## src/design/wsak_pkg.sv

```systemverilog
// ----------------------------------------------------------------------------
// wsak_pkg
// Types, constants and lookup functions shared by the accept-key generator.
// ----------------------------------------------------------------------------
package wsak_pkg;

    // Default limit on the hashed message length in bytes.
    localparam int MAX_MESSAGE_BYTES_DEF = 1023;
    // Length of the fixed GUID that follows the key.
    localparam int GUID_BYTES = 36;
    // Reset value of the output capacity register.
    localparam logic [6:0] CAP_RESET = 7'd29;
    // Depths of the internal queues.
    localparam int MID_DEPTH = 4;
    localparam int OUT_DEPTH = 4;
    // Number of base64 characters in a full accept value.
    localparam int B64_CHARS = 28;

    // One input item.
    typedef struct packed {
        logic [7:0] key_byte;
        logic       key_last;
    } t_in_item;

    // One result item.
    typedef struct packed {
        logic [7:0] out_char;
        logic       char_valid;
        logic       last;
        logic       error;
    } t_out_item;

    // One entry of the queue between the front and the hash engine.
    typedef struct packed {
        logic [7:0] byte_val;
        logic       fin;
    } t_mid_item;

    typedef enum logic {
        FR_KEY,
        FR_GUID
    } t_front_state;

    typedef enum logic [2:0] {
        BK_DATA,
        BK_PAD,
        BK_LEN,
        BK_ROUND,
        BK_ADD,
        BK_OUT
    } t_back_state;

    localparam logic [31:0] SHA_IV0 = 32'h67452301;
    localparam logic [31:0] SHA_IV1 = 32'hEFCDAB89;
    localparam logic [31:0] SHA_IV2 = 32'h98BADCFE;
    localparam logic [31:0] SHA_IV3 = 32'h10325476;
    localparam logic [31:0] SHA_IV4 = 32'hC3D2E1F0;

    localparam logic [31:0] SHA_K0 = 32'h5A827999;
    localparam logic [31:0] SHA_K1 = 32'h6ED9EBA1;
    localparam logic [31:0] SHA_K2 = 32'h8F1BBCDC;
    localparam logic [31:0] SHA_K3 = 32'hCA62C1D6;

    localparam logic [7:0] PAD_CHAR  = 8'h3D;
    localparam logic [7:0] PAD_FIRST = 8'h80;

    localparam logic [8*GUID_BYTES-1:0] GUID_TEXT =
        "258EAFA5-E914-47DA-95CA-C5AB0DC85B11";

    // Byte of the GUID at a given position, first character at position 0.
    function automatic logic [7:0] guid_byte(input logic [5:0] idx);
        logic [8*GUID_BYTES-1:0] sh;
        sh = GUID_TEXT << {idx, 3'b000};
        return sh[8*GUID_BYTES-1 -: 8];
    endfunction

    // Base64 alphabet lookup.
    function automatic logic [7:0] b64_char(input logic [5:0] v);
        logic [7:0] c;
        if (v < 6'd26) begin
            c = 8'h41 + {2'b00, v};
        end else if (v < 6'd52) begin
            c = 8'h61 + {2'b00, v} - 8'd26;
        end else if (v < 6'd62) begin
            c = 8'h30 + {2'b00, v} - 8'd52;
        end else if (v == 6'd62) begin
            c = 8'h2B;
        end else begin
            c = 8'h2F;
        end
        return c;
    endfunction

endpackage

```

## src/design/wsak_fifo.sv

```systemverilog
// ----------------------------------------------------------------------------
// wsak_fifo
// Small synchronous queue with full and empty flags.
// ----------------------------------------------------------------------------
module wsak_fifo #(
    parameter int WIDTH = 9,
    parameter int DEPTH = 4
) (
    input  logic             i_clk,
    input  logic             i_rst_n,
    input  logic             i_push,
    input  logic [WIDTH-1:0] i_wdata,
    input  logic             i_pop,
    output logic [WIDTH-1:0] o_rdata,
    output logic             o_full,
    output logic             o_empty
);
    localparam int AW = (DEPTH > 1) ? $clog2(DEPTH) : 1;
    localparam int CW = $clog2(DEPTH + 1);

    logic [WIDTH-1:0] r_mem [DEPTH];
    logic [AW-1:0]    r_wptr;
    logic [AW-1:0]    r_rptr;
    logic [CW-1:0]    r_cnt;
    logic             do_push;
    logic             do_pop;

    assign o_full  = (r_cnt == CW'(DEPTH));
    assign o_empty = (r_cnt == '0);
    assign do_push = i_push && !o_full;
    assign do_pop  = i_pop && !o_empty;
    assign o_rdata = r_mem[r_rptr];

    // Pointers and fill count.
    always_ff @(posedge i_clk) begin
        if (!i_rst_n) begin
            r_wptr <= '0;
            r_rptr <= '0;
            r_cnt  <= '0;
        end else begin
            if (do_push) begin
                r_wptr <= (r_wptr == AW'(DEPTH - 1)) ? '0 : r_wptr + 1'b1;
            end
            if (do_pop) begin
                r_rptr <= (r_rptr == AW'(DEPTH - 1)) ? '0 : r_rptr + 1'b1;
            end
            if (do_push && !do_pop) begin
                r_cnt <= r_cnt + 1'b1;
            end else if (do_pop && !do_push) begin
                r_cnt <= r_cnt - 1'b1;
            end
        end
    end

    // Storage.
    always_ff @(posedge i_clk) begin
        if (do_push) begin
            r_mem[r_wptr] <= i_wdata;
        end
    end

endmodule

```

## src/design/wsak_front.sv

```systemverilog
// ----------------------------------------------------------------------------
// wsak_front
// Accepts key bytes, drops a zero byte and the bytes after it, and appends
// the GUID and a finish marker when the last byte of a key arrives.
// ----------------------------------------------------------------------------
module wsak_front (
    input  logic                i_clk,
    input  logic                i_rst_n,
    input  logic                i_push,
    input  wsak_pkg::t_in_item  i_item,
    output logic                o_full,
    output logic                o_mid_push,
    output wsak_pkg::t_mid_item o_mid_item,
    input  logic                i_mid_full
);
    wsak_pkg::t_front_state r_state, n_state;
    logic [5:0]             r_idx, n_idx;
    logic                   r_ended, n_ended;

    // State registers.
    always_ff @(posedge i_clk) begin
        if (!i_rst_n) begin
            r_state <= wsak_pkg::FR_KEY;
            r_idx   <= '0;
            r_ended <= 1'b0;
        end else begin
            r_state <= n_state;
            r_idx   <= n_idx;
            r_ended <= n_ended;
        end
    end

    assign o_full = (r_state != wsak_pkg::FR_KEY) || i_mid_full;

    // Classify key bytes and feed the GUID after the last one.
    always_comb begin
        n_state    = r_state;
        n_idx      = r_idx;
        n_ended    = r_ended;
        o_mid_push = 1'b0;
        o_mid_item = '0;
        unique case (r_state)
            wsak_pkg::FR_KEY: begin
                if (i_push && !i_mid_full) begin
                    if (!r_ended) begin
                        if (i_item.key_byte == 8'd0) begin
                            n_ended = 1'b1;
                        end else begin
                            o_mid_push          = 1'b1;
                            o_mid_item.byte_val = i_item.key_byte;
                        end
                    end
                    if (i_item.key_last) begin
                        n_ended = 1'b0;
                        n_idx   = '0;
                        n_state = wsak_pkg::FR_GUID;
                    end
                end
            end
            wsak_pkg::FR_GUID: begin
                if (!i_mid_full) begin
                    o_mid_push = 1'b1;
                    if (r_idx == 6'(wsak_pkg::GUID_BYTES)) begin
                        o_mid_item.fin = 1'b1;
                        n_state        = wsak_pkg::FR_KEY;
                    end else begin
                        o_mid_item.byte_val = wsak_pkg::guid_byte(r_idx);
                        n_idx               = r_idx + 1'b1;
                    end
                end
            end
            default: n_state = wsak_pkg::FR_KEY;
        endcase
    end

endmodule

```

## src/design/wsak_back.sv

```systemverilog
// ----------------------------------------------------------------------------
// wsak_back
// Packs message bytes into blocks, runs SHA-1 one round per cycle, pads the
// message, emits base64 digest characters one per cycle when not stalled.
// ----------------------------------------------------------------------------
module wsak_back #(
    parameter int MAX_MESSAGE_BYTES = wsak_pkg::MAX_MESSAGE_BYTES_DEF
) (
    input  logic                i_clk,
    input  logic                i_rst_n,
    input  logic                i_cfg_we,
    input  logic [6:0]          i_cfg_wdata,
    input  wsak_pkg::t_mid_item i_mid_item,
    input  logic                i_mid_empty,
    output logic                o_mid_pop,
    output logic                o_out_push,
    output wsak_pkg::t_out_item o_out_item,
    input  logic                i_out_full
);
    localparam logic [9:0] MAXB = 10'(MAX_MESSAGE_BYTES);
    localparam int DIGW = 8 * 21;

    wsak_pkg::t_back_state r_state, n_state;
    wsak_pkg::t_back_state r_ret, n_ret;
    logic [6:0]  r_cap;
    logic [9:0]  r_count, n_count;
    logic [5:0]  r_pos, n_pos;
    logic        r_first, n_first;
    logic [2:0]  r_lidx, n_lidx;
    logic [6:0]  r_round, n_round;
    logic [4:0]  r_k, n_k;
    logic [2:0]  r_nq, n_nq;
    logic [31:0] r_h [5];
    logic [31:0] n_h [5];

    logic [23:0]  r_acc, n_acc;
    logic [31:0]  r_w [16];
    logic [31:0]  n_w [16];
    logic [31:0]  r_a, r_b, r_c, r_d, r_e;
    logic [31:0]  n_a, n_b, n_c, n_d, n_e;
    logic [DIGW-1:0] r_dig, n_dig;

    logic        put_en;
    logic [7:0]  put_byte;
    logic [63:0] len_vec;
    logic [63:0] len_sh;
    logic [31:0] f_val, k_val, w_new, tmp;
    logic [31:0] sum0, sum1, sum2, sum3, sum4;
    logic [6:0]  cap_m5;
    logic [4:0]  k_last;
    logic        cap_err;

    // Configuration register.
    always_ff @(posedge i_clk) begin
        if (!i_rst_n) begin
            r_cap <= wsak_pkg::CAP_RESET;
        end else if (i_cfg_we) begin
            r_cap <= i_cfg_wdata;
        end
    end

    // Control and chaining state.
    always_ff @(posedge i_clk) begin
        if (!i_rst_n) begin
            r_state <= wsak_pkg::BK_DATA;
            r_ret   <= wsak_pkg::BK_DATA;
            r_count <= '0;
            r_pos   <= '0;
            r_first <= 1'b0;
            r_lidx  <= '0;
            r_round <= '0;
            r_k     <= '0;
            r_nq    <= '0;
            r_h[0]  <= wsak_pkg::SHA_IV0;
            r_h[1]  <= wsak_pkg::SHA_IV1;
            r_h[2]  <= wsak_pkg::SHA_IV2;
            r_h[3]  <= wsak_pkg::SHA_IV3;
            r_h[4]  <= wsak_pkg::SHA_IV4;
        end else begin
            r_state <= n_state;
            r_ret   <= n_ret;
            r_count <= n_count;
            r_pos   <= n_pos;
            r_first <= n_first;
            r_lidx  <= n_lidx;
            r_round <= n_round;
            r_k     <= n_k;
            r_nq    <= n_nq;
            r_h     <= n_h;
        end
    end

    // Datapath registers.
    always_ff @(posedge i_clk) begin
        r_acc <= n_acc;
        r_w   <= n_w;
        r_a   <= n_a;
        r_b   <= n_b;
        r_c   <= n_c;
        r_d   <= n_d;
        r_e   <= n_e;
        r_dig <= n_dig;
    end

    // Round function, message schedule and final additions.
    always_comb begin
        if (r_round < 7'd20) begin
            f_val = (r_b & r_c) | (~r_b & r_d);
            k_val = wsak_pkg::SHA_K0;
        end else if (r_round < 7'd40) begin
            f_val = r_b ^ r_c ^ r_d;
            k_val = wsak_pkg::SHA_K1;
        end else if (r_round < 7'd60) begin
            f_val = (r_b & r_c) | (r_b & r_d) | (r_c & r_d);
            k_val = wsak_pkg::SHA_K2;
        end else begin
            f_val = r_b ^ r_c ^ r_d;
            k_val = wsak_pkg::SHA_K3;
        end
        w_new = r_w[13] ^ r_w[8] ^ r_w[2] ^ r_w[0];
        w_new = {w_new[30:0], w_new[31]};
        tmp   = {r_a[26:0], r_a[31:27]} + f_val + r_e + k_val + r_w[0];
        sum0  = r_h[0] + r_a;
        sum1  = r_h[1] + r_b;
        sum2  = r_h[2] + r_c;
        sum3  = r_h[3] + r_d;
        sum4  = r_h[4] + r_e;
    end

    // Capacity check inputs, error flag, last character index and length field.
    always_comb begin
        cap_m5  = r_cap - 7'd5;
        cap_err = (r_cap <= 7'd29);
        k_last  = {r_nq, 2'b00} - 5'd1;
        len_vec = {51'd0, r_count, 3'b000};
        len_sh  = len_vec << {r_lidx, 3'b000};
    end

    // Sequencer for the hash engine and the encoder.
    always_comb begin
        n_state    = r_state;
        n_ret      = r_ret;
        n_count    = r_count;
        n_pos      = r_pos;
        n_first    = r_first;
        n_lidx     = r_lidx;
        n_round    = r_round;
        n_k        = r_k;
        n_nq       = r_nq;
        n_h        = r_h;
        n_acc      = r_acc;
        n_w        = r_w;
        n_a        = r_a;
        n_b        = r_b;
        n_c        = r_c;
        n_d        = r_d;
        n_e        = r_e;
        n_dig      = r_dig;
        put_en     = 1'b0;
        put_byte   = '0;
        o_mid_pop  = 1'b0;
        o_out_push = 1'b0;
        o_out_item = '0;

        unique case (r_state)
            // Take message bytes, dropping those past the length limit.
            wsak_pkg::BK_DATA: begin
                if (!i_mid_empty) begin
                    o_mid_pop = 1'b1;
                    if (i_mid_item.fin) begin
                        n_state = wsak_pkg::BK_PAD;
                        n_first = 1'b1;
                    end else if (r_count < MAXB) begin
                        put_en   = 1'b1;
                        put_byte = i_mid_item.byte_val;
                        n_count  = r_count + 1'b1;
                    end
                end
            end
            // Padding: one marker byte, then zeros up to the length field.
            wsak_pkg::BK_PAD: begin
                if (r_first) begin
                    put_en   = 1'b1;
                    put_byte = wsak_pkg::PAD_FIRST;
                    n_first  = 1'b0;
                end else if (r_pos == 6'd56) begin
                    n_state = wsak_pkg::BK_LEN;
                    n_lidx  = '0;
                end else begin
                    put_en = 1'b1;
                end
            end
            // Message length in bits, big endian.
            wsak_pkg::BK_LEN: begin
                put_en   = 1'b1;
                put_byte = len_sh[63:56];
                n_lidx   = r_lidx + 1'b1;
            end
            // One compression round per cycle.
            wsak_pkg::BK_ROUND: begin
                n_e = r_d;
                n_d = r_c;
                n_c = {r_b[1:0], r_b[31:2]};
                n_b = r_a;
                n_a = tmp;
                for (int i = 0; i < 15; i++) begin
                    n_w[i] = r_w[i+1];
                end
                n_w[15] = w_new;
                n_round = r_round + 1'b1;
                if (r_round == 7'd79) begin
                    n_state = wsak_pkg::BK_ADD;
                end
            end
            // Fold the block result into the chaining values.
            wsak_pkg::BK_ADD: begin
                n_h[0]  = sum0;
                n_h[1]  = sum1;
                n_h[2]  = sum2;
                n_h[3]  = sum3;
                n_h[4]  = sum4;
                n_state = r_ret;
                if (r_ret == wsak_pkg::BK_OUT) begin
                    n_dig = {sum0, sum1, sum2, sum3, sum4, 8'd0};
                    n_k   = '0;
                    if (r_cap < 7'd5) begin
                        n_nq = '0;
                    end else if (cap_m5[6:2] >= 5'd6) begin
                        n_nq = 3'd7;
                    end else begin
                        n_nq = cap_m5[4:2] + 3'd1;
                    end
                end
            end
            // Encode the digest one character per cycle while the output queue has room.
            wsak_pkg::BK_OUT: begin
                if (!i_out_full) begin
                    o_out_push = 1'b1;
                    if (r_nq == 3'd0) begin
                        o_out_item.last  = 1'b1;
                        o_out_item.error = 1'b1;
                    end else begin
                        o_out_item.char_valid = 1'b1;
                        o_out_item.out_char   = (r_k == 5'(wsak_pkg::B64_CHARS - 1)) ?
                            wsak_pkg::PAD_CHAR : wsak_pkg::b64_char(r_dig[DIGW-1 -: 6]);
                        o_out_item.last       = (r_k == k_last);
                        o_out_item.error      = (r_k == k_last) && cap_err;
                        n_dig = r_dig << 6;
                        n_k   = r_k + 1'b1;
                    end
                    if (r_nq == 3'd0 || r_k == k_last) begin
                        n_state = wsak_pkg::BK_DATA;
                        n_count = '0;
                        n_pos   = '0;
                        n_h[0]  = wsak_pkg::SHA_IV0;
                        n_h[1]  = wsak_pkg::SHA_IV1;
                        n_h[2]  = wsak_pkg::SHA_IV2;
                        n_h[3]  = wsak_pkg::SHA_IV3;
                        n_h[4]  = wsak_pkg::SHA_IV4;
                    end
                end
            end
            default: n_state = wsak_pkg::BK_DATA;
        endcase

        // Byte packing; a full block starts the compression rounds.
        if (put_en) begin
            n_acc = {r_acc[15:0], put_byte};
            n_pos = r_pos + 1'b1;
            if (r_pos[1:0] == 2'd3) begin
                for (int i = 0; i < 15; i++) begin
                    n_w[i] = r_w[i+1];
                end
                n_w[15] = {r_acc, put_byte};
            end
            if (r_pos == 6'd63) begin
                n_ret   = (r_state == wsak_pkg::BK_LEN) ? wsak_pkg::BK_OUT : r_state;
                n_state = wsak_pkg::BK_ROUND;
                n_round = '0;
                n_a     = r_h[0];
                n_b     = r_h[1];
                n_c     = r_h[2];
                n_d     = r_h[3];
                n_e     = r_h[4];
            end
        end
    end

endmodule

```

## src/design/websocket_accept_key.sv

```systemverilog
// ----------------------------------------------------------------------------
// websocket_accept_key
// WebSocket Sec-WebSocket-Accept generator: SHA-1 of key plus GUID, base64.
// ----------------------------------------------------------------------------
// Key bytes are taken at up to one item per cycle while the internal queue
// has room and no GUID is being inserted. The hash engine takes up to one
// byte per cycle as it gathers a 64-byte block, then runs 80 SHA-1 rounds
// and the chaining add on it. After the last item the front inserts the 36
// GUID bytes (one per cycle while the queue has room) and a finish marker;
// the engine pads the message, runs one or two more blocks and emits up to
// 28 base64 characters, one per cycle while the four-entry queue has room.
// The next key's bytes are accepted meanwhile until the internal queue fills.
module websocket_accept_key #(
    parameter int MAX_MESSAGE_BYTES = wsak_pkg::MAX_MESSAGE_BYTES_DEF
) (
    input  logic                i_clk,
    input  logic                i_rst_n,
    input  logic                push,
    output logic                full,
    input  wsak_pkg::t_in_item  i_item,
    output logic                empty,
    input  logic                pop,
    output wsak_pkg::t_out_item o_result,
    input  logic                i_cfg_we,
    input  logic [6:0]          i_cfg_wdata
);
    localparam int MIDW = $bits(wsak_pkg::t_mid_item);
    localparam int OUTW = $bits(wsak_pkg::t_out_item);

    logic                mid_push;
    logic                mid_pop;
    logic                mid_full;
    logic                mid_empty;
    wsak_pkg::t_mid_item mid_wdata;
    wsak_pkg::t_mid_item mid_rdata;
    logic                out_push;
    logic                out_full;
    wsak_pkg::t_out_item out_wdata;

    // Front: key filtering and GUID insertion.
    wsak_front u_front (
        .i_clk      (i_clk),
        .i_rst_n    (i_rst_n),
        .i_push     (push),
        .i_item     (i_item),
        .o_full     (full),
        .o_mid_push (mid_push),
        .o_mid_item (mid_wdata),
        .i_mid_full (mid_full)
    );

    // Queue between the front and the hash engine.
    wsak_fifo #(
        .WIDTH (MIDW),
        .DEPTH (wsak_pkg::MID_DEPTH)
    ) u_mid_fifo (
        .i_clk   (i_clk),
        .i_rst_n (i_rst_n),
        .i_push  (mid_push),
        .i_wdata (mid_wdata),
        .i_pop   (mid_pop),
        .o_rdata (mid_rdata),
        .o_full  (mid_full),
        .o_empty (mid_empty)
    );

    // Hash engine and encoder.
    wsak_back #(
        .MAX_MESSAGE_BYTES (MAX_MESSAGE_BYTES)
    ) u_back (
        .i_clk       (i_clk),
        .i_rst_n     (i_rst_n),
        .i_cfg_we    (i_cfg_we),
        .i_cfg_wdata (i_cfg_wdata),
        .i_mid_item  (mid_rdata),
        .i_mid_empty (mid_empty),
        .o_mid_pop   (mid_pop),
        .o_out_push  (out_push),
        .o_out_item  (out_wdata),
        .i_out_full  (out_full)
    );

    // Result queue.
    wsak_fifo #(
        .WIDTH (OUTW),
        .DEPTH (wsak_pkg::OUT_DEPTH)
    ) u_out_fifo (
        .i_clk   (i_clk),
        .i_rst_n (i_rst_n),
        .i_push  (out_push),
        .i_wdata (out_wdata),
        .i_pop   (pop),
        .o_rdata (o_result),
        .o_full  (out_full),
        .o_empty (empty)
    );

endmodule
```

## config.mk

```make
export PLATFORM = sky130hd
export DESIGN_NAME = websocket_accept_key
export DESIGN_NICKNAME = d
export VERILOG_FILES = /design/src/design/wsak_pkg.sv /design/src/design/wsak_fifo.sv /design/src/design/wsak_front.sv /design/src/design/wsak_back.sv /design/src/design/websocket_accept_key.sv
export SDC_FILE = /design/constraint.sdc
export NUM_CORES = 2
export LEC_CHECK = 0
export BUFFER_PORTS_ARGS = -buffer_cell sky130_fd_sc_hd__buf_4
export CAP_MARGIN = 20
export CORE_MARGIN = 2
export CORE_UTILIZATION = 55
export CTS_BUF_LIST = sky130_fd_sc_hd__clkbuf_8
export DETAILED_ROUTE_END_ITERATION = 16
export PLACE_DENSITY = 0.71
export SYNTH_ARGS = -nofsm -noshare
export SYNTH_HDL_FRONTEND = slang
export SYNTH_SLANG_ARGS = --single-unit
```

## constraint.sdc

```tcl
create_clock -name i_clk -period 12.8 [get_ports i_clk]
set_input_delay 2.56 -clock i_clk [delete_from_list [all_inputs] [get_ports i_clk]]
set_output_delay 2.56 -clock i_clk [all_outputs]
set_load 0.02 [all_outputs]
```

-- Word-level counts from Yosys, hierarchy flattened
Memories as Yosys holds them, arrays and structs flattened. A register that Yosys moved wholly into a read port is not among the register bits.
Cells that the tools add are included.
- add/subtract/negate cells: 31
- multipliers: 0
- divide/modulo/power cells: 0
- $lt $le $gt $ge: 10
- eq/ne operators: 35
- shifts and indexed selects: 2
- muxes and demuxes: 133
- bitwise logic cells: 14
- reductions and logical operators: 43
- operators by type and width (kind ; number):
    512-bit 2-to-1 mux ; 3
    32-bit 2-to-1 mux ; 20
    168-bit 2-to-1 mux ; 3
    168-bit one-hot mux with 2 select lines ; 1
    160-bit 2-to-1 mux ; 2
    160-bit one-hot mux with 2 select lines ; 1
    32-bit adder ; 9
    286-bit by 9-bit left shift with 288-bit output, first input constant ; 1
    32-bit bitwise XOR ; 5
    32-bit AND ; 4
    8-bit 2-to-1 mux ; 12
    32-bit bitwise OR ; 3
    13-bit by 6-bit left shift with 64-bit output ; 1
    3-bit 2-to-1 mux ; 19
    10-bit 2-to-1 mux ; 5
    6-bit 2-to-1 mux ; 8
    32-bit NOT ; 1
    31-bit 2-to-1 mux ; 1
    1-bit 2-to-1 mux ; 28
    6-bit == test, second input constant ; 4
    8-bit one-hot mux with 3 select lines ; 1
    11-bit 2-to-1 mux ; 2
    7-bit 2-to-1 mux ; 3
    2-bit inequality test, second input constant ; 10
    51 further kinds ; 121
- register bits after elaboration: 1094
- latch bits: 0
- memory bits (writable): 80
- memory bits (read-only): 0
- input bits: 21
- output and inout bits: 13
- word-level logic and storage cells: 317
- memories: 2
- memory list (memory ; depth ; bits a word ; read ports ; clocked after Yosys merged registers in ; write ports ; RTL line ; source):
    u_out_fifo.r_mem ; 4 ; 11 ; 1 ; 1 ; 1 ; wsak_fifo.sv:21 ; logic [WIDTH-1:0] r_mem [DEPTH];
    u_mid_fifo.r_mem ; 4 ; 9 ; 1 ; 1 ; 1 ; wsak_fifo.sv:21 ;

-- Depth between registers and ports, before layout
- word-level depth: 13
- gate-level depth with buffers: 27
- depth with buffers taken out: 25

-- Hierarchy
A second synthesis with hierarchy kept.
- cell total of the unflattened synthesis: 5607
- area, all modules: 57785.4 um^2
- modules (own cells, without submodules) (module ; instances ; cells an instance ; area each (um^2) ; sequential area each (um^2)):
    wsak_back ; 1 ; 5262 ; 52904.5 ; 23142.2
    wsak_fifo (u_out_fifo) ; 1 ; 108 ; 2062.0 ; 1501.4
    wsak_fifo (u_mid_fifo) ; 1 ; 98 ; 1773.0 ; 1261.2
    wsak_front ; 1 ; 139 ; 1046.0 ; 160.2

-- Worst setup path after synthesis
OpenSTA, ideal clock, no wires.
- path kind: reg-to-reg
- from: register u_back.r_state[2]
- to: register u_back.r_k[4]
- setup time: 0.070 ns
- data arrival time: 5.908 ns
- required time: 12.730 ns
- path slack: 6.822 ns
- stages on the path, launching flop included: 10
- buffers on the path: 2
- period minus slack after synthesis: 5.978 ns
- cells stage by stage: dfxtp_1 > clkbuf_1 > and2_1 > clkbuf_1 > nand4b_1 > o21ai_0 > o21a_1 > nand4_1 > or2_2 > a21oi_1
- longest elaborated chain between the ends: 3
- elaborated cells between the ends (all ways): 8
- classes of those cells: eq/ne (5); mux (1); reduce/logical (2)
- ends and longest elaborated chain (what ; RTL line ; source):
    start: declaration ; wsak_back.sv:23 ; wsak_pkg::t_back_state r_state, n_state;
    start signal: assignment ; wsak_back.sv:65 ; r_state <= wsak_pkg::BK_DATA;
    start signal: assignment ; wsak_back.sv:80 ; r_state <= n_state;
    3-bit == test ; wsak_back.sv:165 ; unique case (r_state)
    2-bit inequality test (no line) (tied with other cells) ; n/a ;
    4-bit AND reduction (no line) ; n/a ;
    end signal: assignment ; wsak_back.sv:87 ; r_k <= n_k;
    end: declaration ; wsak_back.sv:31 ; logic [4:0] r_k, n_k;
Parallel ways exist; a longest one is shown, timed or not.
A chain may end at the register's enable or synchronous reset.

-- Worst setup path after layout
- from: register u_back.r_round[4]
- to: register u_back.r_a[29]
- longest elaborated chain between the ends: 11
- elaborated cells between the ends (all ways): 16
- classes of those cells: add/sub (4); order compare (3); mux (9)
- ends and longest elaborated chain (what ; RTL line ; source):
    start: declaration ; wsak_back.sv:30 ; logic [6:0] r_round, n_round;
    start signal: assignment ; wsak_back.sv:86 ; r_round <= n_round;
    7-bit by 6-bit less-than comparator with 1-bit output ; wsak_back.sv:113 ; end else if (r_round < 7'd60) begin
    32-bit 2-to-1 mux ; wsak_back.sv:113 ;
    32-bit 2-to-1 mux ; wsak_back.sv:110 ; end else if (r_round < 7'd40) begin
    32-bit 2-to-1 mux ; wsak_back.sv:107 ; if (r_round < 7'd20) begin
    32-bit adder (2 in series) ; wsak_back.sv:122 ; tmp = {r_a[26:0], r_a[31:27]} + f_val + r_e + k_val + r_w[0];
    32-bit adder (*) (2 in series) ; wsak_back.sv:122 ;
    32-bit 2-to-1 mux (*) ; wsak_back.sv:165 ;
    32-bit 2-to-1 mux ; wsak_back.sv:276 ; if (r_pos == 6'd63) begin
    32-bit 2-to-1 mux (*) ; wsak_back.sv:267 ; if (put_en) begin
    via u_back.n_a[29] ; wsak_back.sv:40 ; logic [31:0] n_a, n_b, n_c, n_d, n_e;
    end signal: assignment ; wsak_back.sv:97 ; r_a <= n_a;
    end: declaration ; wsak_back.sv:39 ; logic [31:0] r_a, r_b, r_c, r_d, r_e;
The timed path passes the listed nets; every way through them passes the cells marked *.

==> impl_metrics.csv <==
group,metric,value,unit
power,vdd_drop_max,0.000106,V
clock_tree,cts_buffer_depth,3,
floorplanning,die_y,328,um
power,power_per_cell_area,125,mW/mm2
grt,grt_pass1_wl,231000,um
critical_path,reg2reg_to,"u_back.r_a[29]",
placement,gp_congestion,0.957,
power,power_frac_seq,0.520,
clock_tree,clock_sinks,1170,
grt,track_usage,0.276,
clock_tree,cts_setup_buffers,0,
sta,fin_worst_skew,0.0571,ns
layout,fin_nets,6186,
min_path,hold_start,"u_back.r_w[331]",
critical_path,r2r_cells,27,
grt,grt_max_degree,214,
yosys,synth-async-reset-ratio,0,
layout,drive_gt1_frac,0.133,
route,wl_per_cell,20.6,um
min_path,worstHoldEndpoint,"u_back.r_w[363]",
power,sw_frac_of_total,0.246,
clock_tree,cts_root_buf,"clkbuf_8",
floorplanning,die_x,328,um
layout,fin_area,0.0627,mm2
power,p_int,0.00589,W
critical_path,r2r_slack,5.73,ns
min_path,hold_class,"reg -> reg",
clock_tree,cts.clk_slew.worst_paths,0.07,ns
sta,finalHoldViolations,0,
outcome,outcome,"complete, no violations",
yosys,syn_area_per_cell,9.94,um2
clock_tree,cts_made_buffers,187,
sta,timing.hold.ws,0.429,ns
critical_path,path_delay_family,"compound AO/OA/AOI/OAI gates",
power,p_clk_frac,0.418,
floorplanning,start_util,0.556,
route,totalWireLength,151000,um
route,antenna_left,0,
critical_path,cp-end-kind,"flop",
placement,hpwl,106000,um
placement,pre_cts_slack,5.80,ns
grt,first_global_vias,40700,
critical_path,critPathLaunchType,"flop",
floorplanning,die-area,0.108,mm2
yosys,yosysSeqAreaShare,0.452,
critical_path,critPathArrivalTime,7.78,ns
yosys,synth-seq-cells,1170,
route,drcViolationCount,0,
power,leakage,26.6,nW
sta,setup_viol,0,
layout,fillers,8766,
power,switchingPower,0.00192,W
placement,place_area,0.0587,mm2
critical_path,critPathMaxStageDelay,0.63,ns
layout,final_cell_mix,"dfxtp_1 (906), nand2_1 (847), nor2_1 (488), mux2_2 (369), a21oi_1 (324)",
placement,portBuffers,33,
clock_tree,holdBufCountCts,0,
clock_tree,ctsResizeCount,0,
clock_tree,clk-insertion-delay-late,0.89,ns
layout,syn_to_final_growth,8.63,%
power,combPwrFrac,0.062,
route,dr.first_iter.drc_count,3555,
sta,maxSlewHeadroom,0.216,
route,routed-via-count,42300,
floorplanning,rows,118,
floorplanning,ios,34,
yosys,syn-num-nets,6208,
sta,maxSlewViolCount,0,
grt,grt_overflow,0,
critical_path,critical_path_class,"reg -> reg",
yosys,synth_area,0.0577,mm2
flow_run,cap_violations,0,
sta,period_share,0.552,
route,first_pass_iters,7,
sta,fin_setup_tns,0,ns
critical_path,critPathBufInv,7,
clock_tree,htreeDepth,4,
yosys,ys_types,99,
yosys,yosysWarnings,0,
sta,worst_slew_pin_slew,1.18,ns
critical_path,worstPathMaxFanout,35,
route,via_per_inst,5.77,
yosys,synth_cells,5802,
yosys,ys.flop_type,"dfxtp_1",
sta,setup_slack,5.73,ns
clock_tree,tritoncts,"yes",
floorplanning,core-area,0.104,mm2
yosys,synth_edf_count,264,
critical_path,crit_slowest_cell,"o41ai_1",
sta,rsz0062_at_grt,"no",
min_path,min_path_cells,1,
critical_path,r2r-start,"u_back.r_round[4]",
critical_path,required,13.51,ns
grt,antenna_found_initial,4,
layout,layout_commonest_cell,"dfxtp_1",
sta,fmax,0.141,GHz
sta,period_needed,7.07,ns
## cells by family (layout without fill, tap and decap cells)
| family | count (synthesis) | in the layout | synth area share |
|---|---|---|---|
| and+or+nand+nor | 1736 | 1736 | 0.128 |
| AOI/OAI and AO/OA | 1171 | 1171 | 0.129 |
| DFF | 1170 | 1170 | 0.452 |
| muxes | 536 | 536 | 0.108 |
| buffers and inverters | 510 | 649 | 0.0381 |
| adders and majority gates | 386 | 386 | 0.100 |
| xor gates and xnor gates | 293 | 293 | 0.0446 |
| other | 0 | 5 | 0 |
## power groups by stage
stage | Combinational, W | Clock [W] | Sequential (W)
floorplan | 0.000394 | 0 | 0.00407
global placement | 0.000469 | 0 | 0.00413
detailed placement | 0.000480 | 0 | 0.00414
CTS | 0.000484 | 0.00334 | 0.00406
global route | 0.000530 | 0.00350 | 0.00407
finish | 0.000482 | 0.00327 | 0.00406
## state kept, by name, indices dropped and copies added (netlist names), 7 cells and up, named ones only
signal            cells
u_back.r_cap          7
u_mid_fifo.r_mem     36
u_back.r_e           32
u_out_fifo.r_mem     44
u_back.r_h          160
u_back.r_d           32
u_back.r_acc         24
u_back.r_a           32
u_back.r_w          512
u_back.r_c           32
u_back.r_count       10
u_back.r_dig        160
u_back.r_b           32
u_back.r_round        7
## final cells by class
cell class | instances | area (um2) | share of cell area
repair buffers | 70 | 588 | 0.00938
clock buffers | 235 | 3230 | 0.0516
diodes | 5 | 12.5 | 0.000200
flip-flops and latches | 1170 | 26100 | 0.416
well taps | 1380 | 1730 | 0.0275
clock inverters | 115 | 681 | 0.0109
inverters | 229 | 860 | 0.0137
multi-input cells | 4122 | 29500 | 0.471
## metal layers
metal  routed length, um  vias to the layer above  GRT usage
met5                  11                        -          0
met4                7010                        2      0.131
met3               10600                      339     0.0562
met2               68700                     1344      0.440
met1               64700                    20300      0.360
li1                    -                    20300          -
## worst max path at each step
stage / startpoint / to / slack [ns] / depth (start not counted)
after floorplan: u_back.r_state[2] / u_back.r_k[4] / 6.82 / 9
after global placement: u_back.r_round[4] / u_back.r_a[29] / 5.94 / 27
after detailed placement: u_back.r_round[4] / u_back.r_a[29] / 5.80 / 27
after CTS: u_back.r_round[4] / u_back.r_a[29] / 5.81 / 27
after global routing: u_back.r_round[4] / u_back.r_a[31] / 5.36 / 27
final: u_back.r_round[4] / u_back.r_a[29] / 5.73 / 27
## metrics by stage
| stage | utilization | total power [W] | std cells |
|---|---|---|---|
| after floorplan | - | 0.00447 | 5802 |
| after global placement | 0.566 | 0.00460 | 6970 |
| after detailed placement | 0.566 | 0.00462 | 6970 |
| after CTS | 0.604 | 0.00788 | 7320 |
| after global routing | 0.604 | 0.00810 | 7325 |
| final | 0.604 | 0.00781 | 7326 |
## cell usage after synthesis, drive strengths merged, types with 11 or more instances
master  count  area share
a22o       29      0.0044
mux2      491       0.096
a21oi     328       0.029
o21a       41      0.0053
xnor2     220       0.034
o22a       21      0.0032
inv       227       0.015
a21boi     11      0.0014
fa        126       0.044
mux4       20      0.0078
dfxtp     906        0.31
nor2b      64      0.0069
nor3b      11      0.0014
o21bai     19      0.0025
nor4       12      0.0014
a211oi     35      0.0049
and3       28      0.0030
o31ai      11      0.0016
ha        259       0.056
mux2i      25      0.0043
clkbuf    206       0.013
nand2     849       0.055
edfxtp    264        0.14
nand3      81      0.0070
a31oi     162       0.018
and2       26      0.0028
o22ai      16      0.0017
or3        25      0.0027
nor2      491       0.032
nand4      24      0.0026
a21o       94       0.012
xor2       73       0.011
nor3       64      0.0056
o21ai     272       0.024
o32ai      20      0.0030
nand2b     29      0.0031
buf        75      0.0097
o211ai     16      0.0021
Power figures use the tool's default switching activity.
